File: src/rtl/dq_pkg.sv
`timescale 1ns / 1ps
`default_nettype none

package dq_pkg;

  // Width of the data ports
  localparam int WORD_W = 64;

  // Request codes
  typedef enum logic [2:0] {
    REQ_PUSH_FRONT = 3'd0,
    REQ_PUSH_BACK  = 3'd1,
    REQ_POP_FRONT  = 3'd2,
    REQ_POP_BACK   = 3'd3,
    REQ_PEEK_FRONT = 3'd4,
    REQ_PEEK_BACK  = 3'd5,
    REQ_REVERSE    = 3'd6
  } req_t;

  // Result status codes
  typedef enum logic [1:0] {
    ST_OK    = 2'd0,
    ST_EMPTY = 2'd1,
    ST_FULL  = 2'd2
  } status_t;

  // Controller states
  typedef enum logic [1:0] {
    S_IDLE,
    S_EXEC,
    S_READ,
    S_RESP
  } state_t;

  // Controller to datapath commands
  typedef struct packed {
    logic capture;  // latch the request beat, clear the read word
    logic exec;     // latch the status code
    logic push;     // write the word and advance the indices
    logic fetch;    // issue the store read at the addressed end
    logic take;     // load the read word, retire a pop
    logic flip;     // toggle the orientation flag
  } dq_cmd_t;

  // Datapath to controller status
  typedef struct packed {
    logic is_push;
    logic is_read;
    logic is_flip;
    logic full;
    logic empty;
  } dq_stat_t;

endpackage

`default_nettype wire

File: src/rtl/double_ended_queue.sv
`timescale 1ns / 1ps
`default_nettype none

// Bounded double-ended queue of data words held in a ring store.
// Request channel: drive req_type and push_value with start high; the beat
// is taken at a rising edge where start is high and busy is low. busy stays
// high until the result has been shown.
// Result channel: done is high for exactly one cycle and carries read_value,
// status, is_empty and occupancy for that request. The receiver cannot stall
// it, so the result must be sampled in that cycle.
// Sequence: done is shown in RESP, which follows EXEC directly for pushes,
// reverse, the unused code and failed requests; pops and peeks that find a
// word pass through READ between them, for the registered read of the store.
// The next request can be taken in the cycle after done.
// Reverse only toggles an orientation flag; no words move.
// Reset (rst, synchronous) empties the deque, restores normal orientation and
// returns the controller to idle; the store itself is not cleared.

module double_ended_queue #(
  parameter int DEPTH      = 16,
  parameter int DATA_WIDTH = 64
) (
  input  wire logic                          clk,
  input  wire logic                          rst,
  input  wire logic                          start,
  output logic                               busy,
  input  wire logic [2:0]                    req_type,
  input  wire logic [dq_pkg::WORD_W-1:0]     push_value,
  output logic                               done,
  output logic [dq_pkg::WORD_W-1:0]          read_value,
  output logic [1:0]                         status,
  output logic                               is_empty,
  output logic [$clog2(DEPTH+1)-1:0]         occupancy
);

  dq_pkg::dq_cmd_t  cmd;
  dq_pkg::dq_stat_t stat;

  dq_ctrl u_ctrl (
    .clk   (clk),
    .rst   (rst),
    .start (start),
    .stat  (stat),
    .busy  (busy),
    .done  (done),
    .cmd   (cmd)
  );

  dq_datapath #(
    .DEPTH      (DEPTH),
    .DATA_WIDTH (DATA_WIDTH)
  ) u_dp (
    .clk        (clk),
    .rst        (rst),
    .cmd        (cmd),
    .req_type   (req_type),
    .push_value (push_value),
    .stat       (stat),
    .read_value (read_value),
    .status     (status),
    .is_empty   (is_empty),
    .occupancy  (occupancy)
  );

endmodule

`default_nettype wire

File: src/rtl/dq_ram.sv
`timescale 1ns / 1ps
`default_nettype none

module dq_ram #(
  parameter int WIDTH = 64,
  parameter int DEPTH = 16
) (
  input  wire logic                     clk,
  input  wire logic                     we,
  input  wire logic [$clog2(DEPTH)-1:0] waddr,
  input  wire logic [WIDTH-1:0]         wdata,
  input  wire logic                     re,
  input  wire logic [$clog2(DEPTH)-1:0] raddr,
  output logic      [WIDTH-1:0]         rdata
);

  logic [WIDTH-1:0] mem [DEPTH];

  // Write port
  always_ff @(posedge clk) begin
    if (we) begin
      mem[waddr] <= wdata;
    end
  end

  // Registered read port
  always_ff @(posedge clk) begin
    if (re) begin
      rdata <= mem[raddr];
    end
  end

endmodule

`default_nettype wire

File: src/rtl/dq_ctrl.sv
`timescale 1ns / 1ps
`default_nettype none

module dq_ctrl (
  input  wire logic             clk,
  input  wire logic             rst,
  input  wire logic             start,
  input  wire dq_pkg::dq_stat_t stat,
  output logic                  busy,
  output logic                  done,
  output dq_pkg::dq_cmd_t       cmd
);

  dq_pkg::state_t state;
  dq_pkg::state_t state_next;

  // Hold the state
  always_ff @(posedge clk) begin
    if (rst) begin
      state <= dq_pkg::S_IDLE;
    end else begin
      state <= state_next;
    end
  end

  // Advance through the request
  always_comb begin
    state_next = state;
    unique case (state)
      dq_pkg::S_IDLE: begin
        if (start) state_next = dq_pkg::S_EXEC;
      end
      dq_pkg::S_EXEC: begin
        if (stat.is_read && !stat.empty) state_next = dq_pkg::S_READ;
        else                             state_next = dq_pkg::S_RESP;
      end
      dq_pkg::S_READ: state_next = dq_pkg::S_RESP;
      dq_pkg::S_RESP: state_next = dq_pkg::S_IDLE;
      default:        state_next = dq_pkg::S_IDLE;
    endcase
  end

  // Drive commands and handshake outputs
  always_comb begin
    cmd  = '0;
    busy = 1'b1;
    done = 1'b0;
    unique case (state)
      dq_pkg::S_IDLE: begin
        busy        = 1'b0;
        cmd.capture = start;
      end
      dq_pkg::S_EXEC: begin
        cmd.exec  = 1'b1;
        cmd.push  = stat.is_push && !stat.full;
        cmd.fetch = stat.is_read && !stat.empty;
        cmd.flip  = stat.is_flip;
      end
      dq_pkg::S_READ: cmd.take = 1'b1;
      dq_pkg::S_RESP: done = 1'b1;
      default: ;
    endcase
  end

endmodule

`default_nettype wire

File: src/rtl/dq_datapath.sv
`timescale 1ns / 1ps
`default_nettype none

module dq_datapath #(
  parameter int DEPTH      = 16,
  parameter int DATA_WIDTH = 64
) (
  input  wire logic                         clk,
  input  wire logic                         rst,
  input  wire dq_pkg::dq_cmd_t              cmd,
  input  wire logic [2:0]                   req_type,
  input  wire logic [dq_pkg::WORD_W-1:0]    push_value,
  output dq_pkg::dq_stat_t                  stat,
  output logic [dq_pkg::WORD_W-1:0]         read_value,
  output logic [1:0]                        status,
  output logic                              is_empty,
  output logic [$clog2(DEPTH+1)-1:0]        occupancy
);

  localparam int IW = $clog2(DEPTH);
  localparam int CW = $clog2(DEPTH + 1);
  localparam int SW = IW + 1;
  localparam int WW = dq_pkg::WORD_W;

  // Request beat
  logic [2:0]            req_q;
  logic [DATA_WIDTH-1:0] val_q;

  // Ring control
  logic [IW-1:0] front;
  logic [CW-1:0] count;
  logic          reversed;

  // Result
  logic [DATA_WIDTH-1:0] rd_value;
  logic [1:0]            status_q;

  // Decode
  logic is_push, is_read, is_pop, is_flip, at_head, full, empty;
  logic [SW-1:0] back_sum, tail_sum;
  logic [IW-1:0] front_dec, front_inc, back_idx, tail_idx;
  logic [IW-1:0] waddr, raddr;
  logic [DATA_WIDTH-1:0] ram_rdata;

  // Classify the request
  always_comb begin
    is_push = 1'b0;
    is_read = 1'b0;
    is_pop  = 1'b0;
    is_flip = 1'b0;
    unique case (req_q) inside
      dq_pkg::REQ_PUSH_FRONT, dq_pkg::REQ_PUSH_BACK: is_push = 1'b1;
      dq_pkg::REQ_POP_FRONT, dq_pkg::REQ_POP_BACK: begin
        is_read = 1'b1;
        is_pop  = 1'b1;
      end
      dq_pkg::REQ_PEEK_FRONT, dq_pkg::REQ_PEEK_BACK: is_read = 1'b1;
      dq_pkg::REQ_REVERSE: is_flip = 1'b1;
      default: ;
    endcase
  end

  // Even codes address the logical front; orientation picks the physical end
  assign at_head = (req_q[0] == 1'b0) ^ reversed;
  assign full    = (count == CW'(DEPTH));
  assign empty   = (count == '0);

  // Ring index arithmetic
  assign front_dec = (front == '0) ? IW'(DEPTH - 1) : front - IW'(1);
  assign front_inc = (front == IW'(DEPTH - 1)) ? '0 : front + IW'(1);
  assign back_sum  = {1'b0, front} + SW'(count);
  assign back_idx  = (back_sum >= SW'(DEPTH)) ? IW'(back_sum - SW'(DEPTH)) : IW'(back_sum);
  assign tail_sum  = back_sum - SW'(1);
  assign tail_idx  = (tail_sum >= SW'(DEPTH)) ? IW'(tail_sum - SW'(DEPTH)) : IW'(tail_sum);

  assign waddr = at_head ? front_dec : back_idx;
  assign raddr = at_head ? front : tail_idx;

  assign stat = '{is_push: is_push, is_read: is_read, is_flip: is_flip,
                  full: full, empty: empty};

  // Latch the request beat
  always_ff @(posedge clk) begin
    if (cmd.capture) begin
      req_q <= req_type;
      val_q <= push_value[DATA_WIDTH-1:0];
    end
  end

  // Update front index, count and orientation
  always_ff @(posedge clk) begin
    if (rst) begin
      front    <= '0;
      count    <= '0;
      reversed <= 1'b0;
    end else begin
      if (cmd.push) begin
        count <= count + CW'(1);
        if (at_head) front <= front_dec;
      end else if (cmd.take && is_pop) begin
        count <= count - CW'(1);
        if (at_head) front <= front_inc;
      end
      if (cmd.flip) reversed <= ~reversed;
    end
  end

  // Hold the result word and status
  always_ff @(posedge clk) begin
    if (cmd.capture) begin
      rd_value <= '0;
    end else if (cmd.take) begin
      rd_value <= ram_rdata;
    end
    if (cmd.exec) begin
      if (is_push && full)       status_q <= dq_pkg::ST_FULL;
      else if (is_read && empty) status_q <= dq_pkg::ST_EMPTY;
      else                       status_q <= dq_pkg::ST_OK;
    end
  end

  dq_ram #(
    .WIDTH (DATA_WIDTH),
    .DEPTH (DEPTH)
  ) u_ram (
    .clk   (clk),
    .we    (cmd.push),
    .waddr (waddr),
    .wdata (val_q),
    .re    (cmd.fetch),
    .raddr (raddr),
    .rdata (ram_rdata)
  );

  assign read_value = WW'(rd_value);
  assign status     = status_q;
  assign is_empty   = empty;
  assign occupancy  = count;

endmodule

`default_nettype wire

File: config.mk
export PLATFORM = sky130hd
export DESIGN_NAME = double_ended_queue
export DESIGN_NICKNAME = d
export VERILOG_FILES = /design/src/rtl/dq_pkg.sv /design/src/rtl/double_ended_queue.sv /design/src/rtl/dq_ram.sv /design/src/rtl/dq_ctrl.sv /design/src/rtl/dq_datapath.sv
export SDC_FILE = /design/constraint.sdc
export NUM_CORES = 1
export LEC_CHECK = 0
export ABC_CLOCK_PERIOD_IN_PS = 7600
export BUFFER_PORTS_ARGS = -buffer_cell sky130_fd_sc_hd__buf_4
export CORE_ASPECT_RATIO = 1.2
export CORE_UTILIZATION = 65
export DETAILED_ROUTE_END_ITERATION = 7
export PLACE_DENSITY = 0.92
export SLEW_MARGIN = 5
export SYNTH_ARGS = -nofsm -noshare
export SYNTH_HDL_FRONTEND = slang
export SYNTH_SLANG_ARGS = --single-unit
export TNS_END_PERCENT = 30
File: constraint.sdc
create_clock -name clk -period 7.6 [get_ports clk]
set_input_delay 0.76 -clock clk [delete_from_list [all_inputs] [get_ports clk]]
set_output_delay 0.76 -clock clk [all_outputs]
set_load 0.1 [all_outputs]
==> results.md <==
* Most used flip-flop cell after synthesis: edfxtp_1
* Maximum vdd drop at 0.345 mV
* CP arrival at 5360 ps
* Net count after synthesis at 2703
* Worst path required time at 7980 ps
* GR Util All Layers at 29.8%
* Die height at 297 um
* Sequential-to-total area share from yosys stat at 76.7%
* Syn Inst Count at 2617
* Port Buffer Count at 143
* Sw Pwr at 7.95 mW
* Top cells by area, synth: edfxtp_1, mux2i_1, a22oi_1
* Vias per std cell at 6.76
* Worst-path fanout max at 56
* Most frequent cells in the layout: edfxtp_1, mux2i_1, a22oi_1, buf_4, nand2_1
* Post-CTS Hold Buffers at 0
* Initial antenna violation count at 2
* Power Density at 414 mW/mm^2
* Largest net degree at the start of global routing at 151
* Drt total wl at 110 mm
* Routed vias at 25619
* Mean post-synth cell area at 18.1 um^2
* Setup TNS Final at 0 ps
* CTS Root Cell: clkbuf_16
* CTS resizes at 0
* Place WS at 2910 ps
* Seq pwr share at 40.4%
* Total CTS buffers at 109
* Final hold violations at 0
* CTS tree: done
* Comb pwr share at 34.3%
* Site Rows at 107
* DR WL/cell at 29.1 um
* Filler instances at 3715
* Endpoint class of the critical path: flip-flop
* Clock transition at path regs at 70 ps
* Number of global-route vias before repair at 26296
* Drt first-iter violations at 3280
* Die W at 248 um
* Mapped Area at 0.0473 mm^2
* Max Root-Sink Buffers at 3
* Placed wire-length estimate at 53.3 mm
* Clk pwr share at 25.3%
* Hold crit path type: in2reg
* Distinct cells, synth at 49
* Hold WS at 253 ps
* Clock insertion delay at the later pin of the skew report at 690 ps
* Commonest non-fill, non-tap cell in the layout: edfxtp_1
* Final setup fails at 0
* Grt ovf at 0
* Gpl congestion at 0.829
* Final Util at 73.7%
* Status: finished clean
* Hold path depth at 1
* First-pass GRT wire length at 161 mm
* Syn-to-layout area delta at 11.5%
* Final #Nets at 2856
* Internal at 13.8 mW
* Asr flop ratio synth at 0%
* Yosys warns at 0
* Max cap viols at 0
* Synth top area share at 73.5%
* Final ANT Viol Nets at 0
* Dominant cell type by area after synthesis: edfxtp_1
* Critical path startpoint category: flip-flop
* Io pins at 144
* Measured slew at the worst slew-check pin at 1340 ps
* Worst clock skew at 34.6 ps
* Die Area at 0.0738 mm^2
* Setup Buffers After CTS at 0
* Leakage Power at 19.1 nW
* Sw frac at 36.5%
* R2R cell count at 11
* EDFF count, synth at 1157
* DRC Markers at 0
* Crit path kind: reg2reg
* Final WS setup at 2620 ps
* RSZ-0062 raised after global routing: false
* Max-slew headroom at 10.3%
* Drt pass-1 iters at 5
* H-tree levels at 3
* F_max at 201 MHz
* Crit path time final at 4980 ps
* Max-slew violations at 0
* Starting Density at 66.1%
* Share of cells above drive strength 1 at 12.8%
* Period utilization at 65.5%
* Total core area at 0.0715 mm^2
* Sink Count at 1233
* FF+latch count, synth at 1233
power groups by stage:
stage / clock (mW) / combinational (mW) / sequential [mW]
2_1_floorplan: 0 / 4.54 / 9.91
3_3_place_gp: 0 / 6.91 / 8.87
3_5_place_dp: 0 / 7.19 / 8.93
4_1_cts: 5.51 / 7.41 / 8.80
5_1_grt: 5.76 / 7.82 / 8.86
6_report: 5.50 / 7.48 / 8.81
critical path: stages (launching register included):
cell	delay (ps)
dfxtp_1	670
ha_1	340
fa_1	500
inv_1	120
ha_1	160
xor3_1	240
mux2_1	410
nor2_4	770
buf_4	830
a22oi_1	330
nand2_1	190
mux2i_1	100
layout make-up:
type | count | area, um^2 | share of cell area [%]
Tap cell | 926 | 1160 | 2.20
Clock inverter | 60 | 564 | 1.07
Antenna cell | 2 | 5.00 | 0.00950
Sequential cell | 1233 | 36300 | 68.8
Multi-Input combinational cell | 1236 | 10300 | 19.5
Clock buffer | 145 | 2970 | 5.64
Inverter | 13 | 48.8 | 0.0926
Timing Repair Buffer | 177 | 1400 | 2.66
logic make-up (layout without fill, tap and decap cells):
group / Yosys count / count (layout) / share of synthesized area (%)
muxes: 649 / 649 / 13.7
xor gates and xnor gates: 15 / 15 / 0.400
buffers and inverters: 148 / 395 / 1.90
AOI/OAI and AO/OA: 292 / 292 / 4.55
other: 0 / 2 / 0
DFF: 1233 / 1233 / 76.7
and+or+nand+nor: 264 / 264 / 2.23
adders and majority gates: 16 / 16 / 0.455
metal layers:
metal / wire, um / vias up / global-route usage [%]
li1: - / 10600 / -
met1: 38000 / 12748 / 36.7
met2: 56100 / 1861 / 50.1
met3: 10600 / 408 / 5.49
met4: 5610 / 2 / 15.4
met5: 13 / - / 0
cells in the mapped netlist (2+ instances only):
cell / instances
o21a_1: 2
buf_6: 25
a22oi_1: 254
edfxtp_1: 1157
xnor3_1: 2
mux2i_1: 648
buf_1: 7
dfxtp_1: 76
a31oi_1: 4
ha_1: 14
nand3_1: 6
nor3_1: 3
nor2_2: 4
a21o_1: 4
and3_1: 2
buf_2: 23
fa_1: 2
xnor2_1: 7
buf_4: 34
nand3b_1: 2
a21oi_1: 13
o21ai_0: 5
a211oi_1: 3
nor2_1: 91
nand2_1: 146
nor4_1: 2
inv_1: 12
clkbuf_1: 46
xor2_1: 3
worst paths after layout:
kind                                        endpoint            startpoint  slack (ps)
worst max-delay path            u_dp.u_ram.rdata[25]         u_dp.front[0]        2620
worst min-delay path                   u_dp.val_q[0]         push_value[0]         250
worst max register to register  u_dp.u_ram.rdata[25]         u_dp.front[0]        2620
worst min register to register   u_dp.read_value[59]  u_dp.u_ram.rdata[59]         490
registers in the layout, summed over array words and instances, names as in the netlist:
signal	flops
u_dp.status	2
u_dp.front	4
u_dp.req_q	3
u_dp.occupancy	5
u_dp.val_q	64
u_ctrl.state	2
u_dp.u_ram.mem	1024
u_dp.reversed	1
u_dp.read_value	64
u_dp.u_ram.rdata	64
per-stage QoR:
step	power, mW	cells	instance area, um^2
3_5_place_dp	16.1	3585	49200
5_1_grt	22.4	3790	52700
4_1_cts	21.7	3790	52700
2_1_floorplan	14.4	2617	47300
6_report	21.8	3792	52700
3_3_place_gp	15.8	3585	49200
Power figures use the tool's default switching activity.
